`src/tss_pkg.sv`:
```
// Shared constants, codes and types of the TDMA slot scheduler.
// Used by tss_div, tss_flag_mem and tdma_slot_scheduler; depends on nothing.
package tss_pkg;

    // Scheduler geometry
    localparam int NUM_SLOTS    = 50;
    localparam int ACTIVE_TICKS = 327;
    localparam int SLEEP_TICKS  = 327;
    localparam int SLOT_PERIOD  = ACTIVE_TICKS + SLEEP_TICKS;

    // Field widths
    localparam int OP_W      = 3;
    localparam int TICK_W    = 15;
    localparam int SLOT_IDX_W = 6;
    localparam int LOAD_W    = 32;
    localparam int DISP_W    = 3;
    localparam int RTC_W     = 17;
    localparam int CNT_W     = 32;
    localparam int FLAG_W    = 2;

    localparam int TICK_RANGE      = 32768;
    localparam int SECONDS_PER_DAY = 86400;

    // Internal widths
    localparam int SLOT_W   = $clog2(NUM_SLOTS);
    localparam int PERIOD_W = $clog2(SLOT_PERIOD + 1);
    localparam int QUOT_W   = $clog2(TICK_RANGE / SLOT_PERIOD + 1);
    localparam int PROD_W   = PERIOD_W + SLOT_W;

    // Reciprocal of the slot period: exact quotient for every tick count
    localparam int RECIP_SHIFT  = TICK_W + PERIOD_W;
    localparam int RECIP_MUL    = ((1 << RECIP_SHIFT) + SLOT_PERIOD - 1) / SLOT_PERIOD;
    localparam int RECIP_W      = $clog2(RECIP_MUL + 1);
    localparam int RECIP_PROD_W = TICK_W + RECIP_W;

    // Stream payload layout
    localparam int IN_DATA_W  = 56;
    localparam int OUT_DATA_W = 104;

    // Flag bits of a table entry
    localparam int FLAG_RX_BIT = 0;
    localparam int FLAG_TX_BIT = 1;

    // Operation codes
    localparam logic [OP_W-1:0] OP_TIMER      = 3'd0;
    localparam logic [OP_W-1:0] OP_WRITE_SLOT = 3'd1;
    localparam logic [OP_W-1:0] OP_LOAD_RTC   = 3'd2;
    localparam logic [OP_W-1:0] OP_LOAD_NONCE = 3'd3;
    localparam logic [OP_W-1:0] OP_CLEAR_ALL  = 3'd4;

    // Dispatch codes
    localparam logic [DISP_W-1:0] DISP_NONE   = 3'd0;
    localparam logic [DISP_W-1:0] DISP_TX     = 3'd1;
    localparam logic [DISP_W-1:0] DISP_RX     = 3'd2;
    localparam logic [DISP_W-1:0] DISP_SLOT1  = 3'd3;
    localparam logic [DISP_W-1:0] DISP_MISSED = 3'd4;

    typedef struct packed {
        logic              en;
        logic              clear;
        logic [SLOT_W-1:0] addr;
        logic [FLAG_W-1:0] data;
    } flag_wr_t;

    typedef struct packed {
        logic              done;
        logic [QUOT_W-1:0] quot;
        logic [TICK_W-1:0] rem;
    } div_res_t;

endpackage

```
`src/tss_div.sv`:
```
// Slot divider: tick count by the slot period through a reciprocal multiply,
// then the remainder by a multiply-subtract; done rises as the remainder is registered. Depends on tss_pkg.
module tss_div
(
    input  logic                        clk,
    input  logic                        rst_n,
    input  logic                        start,
    input  logic [tss_pkg::TICK_W-1:0]  dividend,
    output tss_pkg::div_res_t           res
);

    logic                              quot_en_reg, quot_en_next;
    logic                              rem_en_reg, rem_en_next;
    logic                              done_reg, done_next;
    logic [tss_pkg::TICK_W-1:0]        tick_reg, tick_next;
    logic [tss_pkg::QUOT_W-1:0]        quot_reg, quot_next;
    logic [tss_pkg::TICK_W-1:0]        rem_reg, rem_next;
    logic [tss_pkg::RECIP_PROD_W-1:0]  recip_prod;
    logic [tss_pkg::PROD_W-1:0]        back_prod;

    assign recip_prod = tss_pkg::RECIP_PROD_W'(tick_reg) *
                        tss_pkg::RECIP_PROD_W'(tss_pkg::RECIP_MUL);
    assign back_prod  = tss_pkg::PROD_W'(tss_pkg::SLOT_PERIOD) *
                        tss_pkg::PROD_W'(quot_reg);

    always_comb
    begin
        quot_en_next = start;
        rem_en_next  = quot_en_reg;
        done_next    = rem_en_reg;
        tick_next    = tick_reg;
        quot_next    = quot_reg;
        rem_next     = rem_reg;
        if (start)
            tick_next = dividend;
        if (quot_en_reg)
            quot_next = tss_pkg::QUOT_W'(recip_prod >> tss_pkg::RECIP_SHIFT);
        // take the quotient back off the tick count
        if (rem_en_reg)
            rem_next = tss_pkg::TICK_W'(tss_pkg::PROD_W'(tick_reg) - back_prod);
    end

    always_ff @(posedge clk or negedge rst_n)
    begin
        if (!rst_n)
        begin
            quot_en_reg <= 1'b0;
            rem_en_reg  <= 1'b0;
            done_reg    <= 1'b0;
        end
        else
        begin
            quot_en_reg <= quot_en_next;
            rem_en_reg  <= rem_en_next;
            done_reg    <= done_next;
        end
    end

    always_ff @(posedge clk)
    begin
        tick_reg <= tick_next;
        quot_reg <= quot_next;
        rem_reg  <= rem_next;
    end

    assign res.done = done_reg;
    assign res.quot = quot_reg;
    assign res.rem  = rem_reg;

endmodule

```
`src/tss_flag_mem.sv`:
```
// Slot flag table: one write port, one registered read port, and a valid bit
// per entry so reset and clear-all empty the table at once. Depends on tss_pkg.
module tss_flag_mem
(
    input  logic                               clk,
    input  logic                               rst_n,
    input  tss_pkg::flag_wr_t                  wr,
    input  logic [tss_pkg::SLOT_W-1:0]         raddr,
    output logic [tss_pkg::FLAG_W-1:0]         rdata
);

    logic [tss_pkg::FLAG_W-1:0]    mem [tss_pkg::NUM_SLOTS];
    logic [tss_pkg::NUM_SLOTS-1:0] valid_reg;
    logic [tss_pkg::FLAG_W-1:0]    rd_data_reg;
    logic                          rd_valid_reg;

    always_ff @(posedge clk)
    begin
        if (wr.en)
            mem[wr.addr] <= wr.data;
        rd_data_reg <= mem[raddr];
    end

    always_ff @(posedge clk or negedge rst_n)
    begin
        if (!rst_n)
        begin
            valid_reg    <= '0;
            rd_valid_reg <= 1'b0;
        end
        else
        begin
            if (wr.clear)
                valid_reg <= '0;
            else if (wr.en)
                valid_reg[wr.addr] <= 1'b1;
            rd_valid_reg <= valid_reg[raddr];
        end
    end

    // an entry never written since the last clear reads as zero
    assign rdata = rd_valid_reg ? rd_data_reg : '0;

endmodule

```
`src/tdma_slot_scheduler.sv`:
```
// TDMA slot scheduler: sequencer, clocks and result register.
// Depends on tss_pkg, tss_div and tss_flag_mem.
//
// Usage: one item enters on the s_axis channel (operation in tuser, the other
// fields in tdata) and one result item leaves on m_axis (dispatch in tuser).
// A timer event divides the tick count by the slot period in the divider
// (reciprocal multiply, then multiply-subtract), reads the slot's flags
// from the table, then walks the table one slot per cycle until it reaches a
// flagged slot or wraps to slot 0. A missed slot goes straight from the
// divider to the result; flag writes, loads and clear-all go from accept
// straight to the result state. The result item becomes valid in the same
// cycle as the next item can be taken. Apart from output back-pressure, the
// scan length is what sets the worst case.
// s_axis_tready is high only while the sequencer is idle; it stays high when
// a finished result still waits in the output register, but the next result
// is held until m_axis_tready takes the previous one.
// Reset empties the slot table, zeroes RTC, uptime and nonce and drops any
// pending result.
module tdma_slot_scheduler
(
    input  logic                             clk,
    input  logic                             rst_n,
    input  logic                             s_axis_tvalid,
    output logic                             s_axis_tready,
    // tdata: ticks[14:0], slot_index[20:15], tx_flag[21], rx_flag[22],
    //        load_value[54:23], zero[55]
    input  logic [tss_pkg::IN_DATA_W-1:0]    s_axis_tdata,
    // tuser: operation[2:0]
    input  logic [tss_pkg::OP_W-1:0]         s_axis_tuser,
    output logic                             m_axis_tvalid,
    input  logic                             m_axis_tready,
    // tdata: current_slot[5:0], next_compare[20:6], second_tick[21],
    //        rtc_seconds[38:22], uptime_seconds[70:39], nonce_value[102:71],
    //        accepted[103]
    output logic [tss_pkg::OUT_DATA_W-1:0]   m_axis_tdata,
    // tuser: dispatch[2:0]
    output logic [tss_pkg::DISP_W-1:0]       m_axis_tuser
);

    localparam logic [2:0] ST_IDLE = 3'd0;
    localparam logic [2:0] ST_DIV  = 3'd1;
    localparam logic [2:0] ST_LOOK = 3'd2;
    localparam logic [2:0] ST_FLAG = 3'd3;
    localparam logic [2:0] ST_SCAN = 3'd4;
    localparam logic [2:0] ST_DONE = 3'd5;

    logic [2:0]                       state_reg, state_next;
    logic [tss_pkg::RTC_W-1:0]        rtc_reg, rtc_next;
    logic [tss_pkg::CNT_W-1:0]        uptime_reg, uptime_next;
    logic [tss_pkg::CNT_W-1:0]        nonce_reg, nonce_next;
    logic                             m_tvalid_reg, m_tvalid_next;
    logic [tss_pkg::OUT_DATA_W-1:0]   m_tdata_reg, m_tdata_next;
    logic [tss_pkg::DISP_W-1:0]       m_tuser_reg, m_tuser_next;

    logic [tss_pkg::SLOT_W-1:0]       scan_reg, scan_next;
    logic [tss_pkg::SLOT_W-1:0]       chk_reg, chk_next;
    logic [tss_pkg::DISP_W-1:0]       res_disp_reg, res_disp_next;
    logic [tss_pkg::SLOT_W-1:0]       res_slot_reg, res_slot_next;
    logic [tss_pkg::TICK_W-1:0]       res_cmp_reg, res_cmp_next;
    logic                             res_sec_reg, res_sec_next;
    logic                             res_acc_reg, res_acc_next;

    logic [tss_pkg::OP_W-1:0]         in_op;
    logic [tss_pkg::TICK_W-1:0]       in_ticks;
    logic [tss_pkg::SLOT_IDX_W-1:0]   in_idx;
    logic                             in_tx;
    logic                             in_rx;
    logic [tss_pkg::LOAD_W-1:0]       in_load;
    logic                             in_fire;

    tss_pkg::flag_wr_t                flag_wr;
    logic [tss_pkg::FLAG_W-1:0]       flag_rdata;
    tss_pkg::div_res_t                div_res;
    logic                             div_start;

    logic [tss_pkg::SLOT_W-1:0]       scan_succ;
    logic [tss_pkg::SLOT_W-1:0]       found_slot;
    logic [tss_pkg::PROD_W-1:0]       cmp_prod;
    logic [tss_pkg::SLOT_W-1:0]       div_slot;
    logic                             div_missed;

    assign in_op    = s_axis_tuser;
    assign in_ticks = s_axis_tdata[14:0];
    assign in_idx   = s_axis_tdata[20:15];
    assign in_tx    = s_axis_tdata[21];
    assign in_rx    = s_axis_tdata[22];
    assign in_load  = s_axis_tdata[54:23];

    assign s_axis_tready = (state_reg == ST_IDLE);
    assign in_fire       = s_axis_tvalid && s_axis_tready;
    assign div_start     = in_fire && (in_op == tss_pkg::OP_TIMER);

    tss_div u_div
    (
        .clk      (clk),
        .rst_n    (rst_n),
        .start    (div_start),
        .dividend (in_ticks),
        .res      (div_res)
    );

    tss_flag_mem u_flag_mem
    (
        .clk   (clk),
        .rst_n (rst_n),
        .wr    (flag_wr),
        .raddr (scan_reg),
        .rdata (flag_rdata)
    );

    assign scan_succ  = (scan_reg == tss_pkg::SLOT_W'(tss_pkg::NUM_SLOTS - 1))
                        ? '0 : scan_reg + tss_pkg::SLOT_W'(1);
    assign div_slot   = tss_pkg::SLOT_W'(div_res.quot);
    assign div_missed = (32'(div_res.quot) >= 32'(tss_pkg::NUM_SLOTS)) ||
                        (32'(div_res.rem) >= 32'(tss_pkg::ACTIVE_TICKS));
    assign cmp_prod   = tss_pkg::PROD_W'(tss_pkg::SLOT_PERIOD) *
                        tss_pkg::PROD_W'(found_slot);

    always_comb
    begin
        state_next    = state_reg;
        rtc_next      = rtc_reg;
        uptime_next   = uptime_reg;
        nonce_next    = nonce_reg;
        m_tvalid_next = m_tvalid_reg && !m_axis_tready;
        m_tdata_next  = m_tdata_reg;
        m_tuser_next  = m_tuser_reg;
        scan_next     = scan_reg;
        chk_next      = chk_reg;
        res_disp_next = res_disp_reg;
        res_slot_next = res_slot_reg;
        res_cmp_next  = res_cmp_reg;
        res_sec_next  = res_sec_reg;
        res_acc_next  = res_acc_reg;
        found_slot    = '0;
        flag_wr.en    = 1'b0;
        flag_wr.clear = 1'b0;
        flag_wr.addr  = tss_pkg::SLOT_W'(in_idx);
        flag_wr.data  = {in_tx, in_rx};

        case (state_reg)
            ST_IDLE:
            begin
                if (in_fire)
                begin
                    res_disp_next = tss_pkg::DISP_NONE;
                    res_slot_next = '0;
                    res_cmp_next  = '0;
                    res_sec_next  = 1'b0;
                    res_acc_next  = 1'b0;
                    state_next    = ST_DONE;
                    case (in_op)
                        tss_pkg::OP_TIMER:
                        begin
                            state_next = ST_DIV;
                        end
                        tss_pkg::OP_WRITE_SLOT:
                        begin
                            if (7'(in_idx) < 7'(tss_pkg::NUM_SLOTS))
                            begin
                                flag_wr.en   = 1'b1;
                                res_acc_next = 1'b1;
                            end
                        end
                        tss_pkg::OP_LOAD_RTC:
                        begin
                            if (in_load < 32'(tss_pkg::SECONDS_PER_DAY))
                            begin
                                rtc_next     = in_load[tss_pkg::RTC_W-1:0];
                                res_acc_next = 1'b1;
                            end
                        end
                        tss_pkg::OP_LOAD_NONCE:
                        begin
                            nonce_next   = in_load;
                            res_acc_next = 1'b1;
                        end
                        tss_pkg::OP_CLEAR_ALL:
                        begin
                            flag_wr.clear = 1'b1;
                            res_acc_next  = 1'b1;
                        end
                        default:
                        begin
                            res_acc_next = 1'b0;
                        end
                    endcase
                end
            end
            ST_DIV:
            begin
                if (div_res.done)
                begin
                    if (div_missed)
                    begin
                        res_disp_next = tss_pkg::DISP_MISSED;
                        state_next    = ST_DONE;
                    end
                    else
                    begin
                        res_slot_next = div_slot;
                        scan_next     = div_slot;
                        state_next    = ST_LOOK;
                        // slot 0 advances the clocks
                        if (div_slot == '0)
                        begin
                            res_sec_next = 1'b1;
                            uptime_next  = uptime_reg + tss_pkg::CNT_W'(1);
                            nonce_next   = nonce_reg + tss_pkg::CNT_W'(1);
                            if (rtc_reg >= tss_pkg::RTC_W'(tss_pkg::SECONDS_PER_DAY - 1))
                                rtc_next = '0;
                            else
                                rtc_next = rtc_reg + tss_pkg::RTC_W'(1);
                        end
                    end
                end
            end
            ST_LOOK:
            begin
                chk_next   = scan_reg;
                scan_next  = scan_succ;
                state_next = ST_FLAG;
            end
            ST_FLAG:
            begin
                // flag_rdata holds the current slot's entry
                if (chk_reg == tss_pkg::SLOT_W'(1))
                    res_disp_next = tss_pkg::DISP_SLOT1;
                else if (flag_rdata[tss_pkg::FLAG_TX_BIT])
                    res_disp_next = tss_pkg::DISP_TX;
                else if (flag_rdata[tss_pkg::FLAG_RX_BIT])
                    res_disp_next = tss_pkg::DISP_RX;
                else
                    res_disp_next = tss_pkg::DISP_NONE;
                if (scan_reg == '0)
                begin
                    found_slot   = '0;
                    res_cmp_next = tss_pkg::TICK_W'(cmp_prod);
                    state_next   = ST_DONE;
                end
                else
                begin
                    chk_next   = scan_reg;
                    scan_next  = scan_succ;
                    state_next = ST_SCAN;
                end
            end
            ST_SCAN:
            begin
                // flag_rdata holds the entry of chk_reg; scan_reg is being read
                if (flag_rdata != '0)
                begin
                    found_slot   = chk_reg;
                    res_cmp_next = tss_pkg::TICK_W'(cmp_prod);
                    state_next   = ST_DONE;
                end
                else if (scan_reg == '0)
                begin
                    found_slot   = '0;
                    res_cmp_next = tss_pkg::TICK_W'(cmp_prod);
                    state_next   = ST_DONE;
                end
                else
                begin
                    chk_next  = scan_reg;
                    scan_next = scan_succ;
                end
            end
            ST_DONE:
            begin
                // hold the result until the output register is free
                if (!m_tvalid_reg || m_axis_tready)
                begin
                    m_tvalid_next = 1'b1;
                    m_tuser_next  = res_disp_reg;
                    m_tdata_next  = {res_acc_reg, nonce_reg, uptime_reg, rtc_reg,
                                     res_sec_reg, res_cmp_reg,
                                     tss_pkg::SLOT_IDX_W'(res_slot_reg)};
                    state_next    = ST_IDLE;
                end
            end
            default:
            begin
                state_next = ST_IDLE;
            end
        endcase
    end

    always_ff @(posedge clk or negedge rst_n)
    begin
        if (!rst_n)
        begin
            state_reg    <= ST_IDLE;
            rtc_reg      <= '0;
            uptime_reg   <= '0;
            nonce_reg    <= '0;
            m_tvalid_reg <= 1'b0;
        end
        else
        begin
            state_reg    <= state_next;
            rtc_reg      <= rtc_next;
            uptime_reg   <= uptime_next;
            nonce_reg    <= nonce_next;
            m_tvalid_reg <= m_tvalid_next;
        end
    end

    always_ff @(posedge clk)
    begin
        m_tdata_reg  <= m_tdata_next;
        m_tuser_reg  <= m_tuser_next;
        scan_reg     <= scan_next;
        chk_reg      <= chk_next;
        res_disp_reg <= res_disp_next;
        res_slot_reg <= res_slot_next;
        res_cmp_reg  <= res_cmp_next;
        res_sec_reg  <= res_sec_next;
        res_acc_reg  <= res_acc_next;
    end

    assign m_axis_tvalid = m_tvalid_reg;
    assign m_axis_tdata  = m_tdata_reg;
    assign m_axis_tuser  = m_tuser_reg;

    a_rtc_in_day: assert property (@(posedge clk) disable iff (!rst_n)
        rtc_reg < tss_pkg::RTC_W'(tss_pkg::SECONDS_PER_DAY))
        else $error("rtc left the day range");

    a_missed_fields: assert property (@(posedge clk) disable iff (!rst_n)
        (m_tvalid_reg && m_tuser_reg == tss_pkg::DISP_MISSED) |->
        (m_tdata_reg[5:0] == '0 && m_tdata_reg[20:6] == '0 && !m_tdata_reg[21]))
        else $error("missed slot result carries slot, compare or second tick");

    a_second_slot0: assert property (@(posedge clk) disable iff (!rst_n)
        (m_tvalid_reg && m_tdata_reg[21]) |-> (m_tdata_reg[5:0] == '0))
        else $error("second tick on a slot other than zero");

    a_scan_not_zero: assert property (@(posedge clk) disable iff (!rst_n)
        (state_reg == ST_SCAN) |-> (chk_reg != '0))
        else $error("scan checks slot zero");

    a_busy_after_accept: assert property (@(posedge clk) disable iff (!rst_n)
        in_fire |=> (state_reg != ST_IDLE))
        else $error("sequencer idle right after an accepted item");

endmodule
```
`config.mk`:
```
export PLATFORM = sky130hd
export DESIGN_NAME = tdma_slot_scheduler
export DESIGN_NICKNAME = d
export VERILOG_FILES = /design/src/tss_pkg.sv /design/src/tss_div.sv /design/src/tss_flag_mem.sv /design/src/tdma_slot_scheduler.sv
export SDC_FILE = /design/constraint.sdc
export NUM_CORES = 1
export LEC_CHECK = 0
export BUFFER_PORTS_ARGS = -buffer_cell sky130_fd_sc_hd__buf_2
export CORE_ASPECT_RATIO = 0.6
export CORE_MARGIN = 3
export CORE_UTILIZATION = 55
export CTS_BUF_LIST = sky130_fd_sc_hd__clkbuf_8
export DETAILED_ROUTE_END_ITERATION = 6
export PLACE_DENSITY = 0.74
export RECOVER_POWER = 50
export SYNTH_ARGS = -nofsm -noshare
export SYNTH_HDL_FRONTEND = slang
export SYNTH_SLANG_ARGS = --single-unit
```
`constraint.sdc`:
```
create_clock -name clk -period 7.49 [get_ports clk]
set_input_delay 0.3745 -clock clk [delete_from_list [all_inputs] [get_ports clk]]
set_output_delay 0.3745 -clock clk [all_outputs]
set_load 0.01 [all_outputs]
```
==> summary.md <==
• 2,523 — cell count after placement
• 19.4 µm — average detailed-routed wire length per instance
• 86 — maximum number of pins on one net before global-route repair
• 0.63 ns — clk_lat worst skew
• 79.1% — portion of the clock cycle consumed by the worst path in the final layout
• 5 — Max Cap Viol
• 23.4% — GRT Util Overall
• 11.0% — fraction of final layout cells sized beyond drive strength 1
• 57 — number of cell rows
• 169 MHz — Peak Freq
• edfxtp_1 (281), ha_1 (217), inv_1 (207), dfrtp_1 (139) — most used cells in the layout excluding fill and tap cells
• 81.7 mm — wire length of the first global-routing pass
• reg2reg — kind of critical path
• 78 — post-synth cell types
• in2reg — worst hold path class
• 275 — Slew Limit Fails
• 22,900 µm² — Syn Std Cell Area
• 17 — number of cells traversed by the worst register-to-register path
• edfxtp_1 (37%), dfrtp_1 (15%), ha_1 (12%), fa_1 (6.0%), mux4_2 (4.6%) — ranking of synthesized cells by area
• edfxtp_1 — most common flop cell mapped by yosys
• edfxtp_1 — critical-path cell with the highest stage delay
• 422 — Clock Sinks
• 1.56 ns — flop-to-flop setup slack
• 164 µm — Die Y
• 60 — number of buffers added by the clock tree synthesis step
• 5.01 mW — internal power
• 7.48 mW — post-route total power
• 6 — largest fanout on the critical path
• s_axis_tdata[45] — hold path startpoint
• 270 µm — floorplan die width
• 3 — worst hold path depth
• complete, but fails checks — result of the run
• register — nature of the critical path startpoint
• edfxtp_1 — most common cell after layout, fill and taps aside
• edfxtp_1 — post-synthesis cell type with the largest combined area
• 7 — number of search-and-repair iterations in the first detailed-routing pass
• 7.86 ns — required time of the critical path
• register — Setup crit end kind
• 33.0% — fraction of power spent switching nets
• ha_1 -> inv_1 -> fa_1 -> inv_1 -> fa_1 -> fa_1 -> fa_1 -> fa_1 -> ha_1 -> a21oi_1 -> o21ai_0 -> a22oi_1 -> a31oi_1 -> o21ai_0 -> nand2b_1 -> a41o_1 -> xnor2_1 — ordered cell list for the critical path
• 15,200 — via total after detailed routing
• 0.0284 ns — Clock Skew
• 15,000 — via count of the first global-routing pass
• 0 — remaining design rule violation count
• 6.30 ns — critical path arrival
• 0 — total of endpoints with negative setup slack in the final report
• 2,391 — net count of the finished layout
• 4.98 ns — slew at the pin closest to its max-slew limit
• 52.1% — sequential cell area fraction in the yosys report
• 3 — number of antenna violations at the first check in global routing
• 3,182 — filler instances
• 0 ns — setup TNS after final layout
• 170 — Port Buffers
• 1,149 — Initial DRC Count
• 2.47 mW — power spent charging and discharging nets
• 2,183 — synthesized netlist net count
• 0.901 — GPL Wtd Cong
• nonce_reg[22] — endpoint of the worst hold path
• 56.2% — effective utilization at floorplan
• 44,300 µm² — area of the die
• 0.59 ns — maximum single-stage delay on the critical path
• 26.4% — relative contribution of combinational cells to total power
• capacitance limit, slew limit — violations in the final reports
• 27.0% — part of the power in the clock network
• 5.93 ns — clock period minus final worst setup slack
• done — CTS tree
• 3 — Max Buffers Root-to-Sink
• 11.0 nW — Static Leakage
• 0.205 mV — Peak VDD IR
• 0 — Hold Fails Final Rpt
• -232% — tightest slew margin relative to the limit
• 290 nW/µm² — power density over the cells
• 0 — Congestion Overflow GR
• no — unrepaired setup endpoints after global routing
• 51.5 mm — drt total wl
• 37.3 mm — Detail Placement HPWL
• u_div.tick_reg[9] — FF-to-FF Start
• clkbuf_8 — clock tree root buffer cell
• 0.06 ns — post-CTS clock slew at the launch and capture registers of the worst setup and hold paths
• 172 — number of top-level pins
• 36.8% — share of Yosys cell area claimed by the top area cell type
• 12.5 µm² — average size of a mapped cell
• 1,834 — Post-Syn Instances
• fa_1 — cell mode on critical path
• 104 — Largest register FFs
• 0 — number of nets with antenna violations after detailed routing
• 12.3% — Layout area overhead
• u_div.quot_reg[5] — Reg-to-Reg End
• 2,656 — number of standard cells in the layout, taps in and fillers out
• 32.9% — Async SR Flop Fraction
• 5.71 — detail-routed via count per cell
• 0 — Warnings, synthesis
• 46.5% — relative contribution of sequential cells to total power
• 422 — FF+latch count, synth
• 40,800 µm² — core region area
• 2 — maximum level of the CTS H-tree
• 281 — Post-synth EDFFs
## Yosys cell counts, types with 19 or more instances
library cell,n
edfxtp_1,281
xor2_1,28
a21oi_1,80
fa_1,69
xnor2_1,42
ha_1,217
and3_1,19
dfrtp_1,139
o21a_1,54
o21ai_0,74
inv_1,192
nand3_1,43
mux4_2,47
nor2_1,123
nand2_1,122
a22o_1,25
clkbuf_1,30
## metal layers
metal	routed length [µm]	up-vias	part of all wire (%)	GRT usage (%)
met5	0	-	0	0
met4	1360	0	2.6	7.26
met3	4540	81	8.8	5.72
met2	22600	602	44	35.4
met1	23000	7427	45	33.9
li1	-	7065	-	-
## cells by family (layout without fill, tap and decap cells)
kind of cell             Yosys count  after routing  share of synthesized area [%]
adder cells (fa/ha/maj)          286            286                           17.9
other                              0              3                              0
XOR/XNOR                          70             70                           2.67
flip-flops                       422            422                           52.1
AND/OR/NAND/NOR                  421            421                           8.89
buffers and inverters            246            505                           4.10
AO/OA/AOI/OAI                    335            335                           9.43
multiplexers                      54             54                           4.94
## power groups by stage
| stage | registers (mW) | logic (mW) | clock network (mW) |
|---|---|---|---|
| floorplan | 3.47 | 1.35 | 0 |
| global placement | 3.49 | 1.94 | 0 |
| detailed placement | 3.51 | 2.00 | 0 |
| CTS | 3.47 | 2.02 | 2.07 |
| global route | 3.53 | 2.20 | 2.17 |
| finish | 3.48 | 1.98 | 2.02 |
## worst max-delay path, delay by kind of cell (launching register included)
| kind | cells | cell delay, ns |
|---|---|---|
| AO/OA/AOI/OAI | 6 | 1.32 |
| buffers and inverters | 2 | 0.15 |
| AND/OR/NAND/NOR | 1 | 0.15 |
| adder cells (fa/ha/maj) | 7 | 3.33 |
| XOR/XNOR | 1 | 0.12 |
| flip-flops | 1 | 0.59 |
## repair_timing
action	4_1_cts	5_1_grt
resized for setup	0	0
buffers inserted	0	0
hold buffers	17	0
endpoints found under the hold margin	100	0
## worst max path at each step
stage	startpoint	cells after the start	slack (ns)	end
after floorplan	state_reg[2]	4	1.46	m_axis_tdata[0]
final	u_div.tick_reg[9]	17	1.56	u_div.quot_reg[5]
after detailed placement	u_div.tick_reg[9]	17	1.63	u_div.quot_reg[5]
after global routing	rst_n	3	1.02	rtc_reg[6]
after global placement	u_div.tick_reg[9]	17	1.76	u_div.quot_reg[5]
after CTS	u_div.tick_reg[9]	17	1.59	u_div.quot_reg[5]
## area by class of cell
cell class	instances	area, µm²	area share (%)
Sequential cell	422	12000	46.4
Multi-Input combinational cell	1166	10100	39.1
Timing Repair Buffer	197	942	3.66
Clock buffer	66	908	3.53
Inverter	195	732	2.84
Tap cell	560	701	2.72
Clock inverter	47	449	1.74
Antenna cell	3	7.51	0.0291
## stage by stage
stage,hold WS (ns),cell area [µm²],setup slack [ns],utilization (%)
6_report,0.0615,25800,1.56,63.2
5_1_grt,0.0177,25800,1.02,63.2
4_1_cts,0.0145,25900,1.59,63.5
3_5_place_dp,0.406,24400,1.63,59.8
3_3_place_gp,0.407,24400,1.76,59.8
2_1_floorplan,0.0789,22900,1.46,-
No activity file was read; power rests on OpenSTA's default activity.
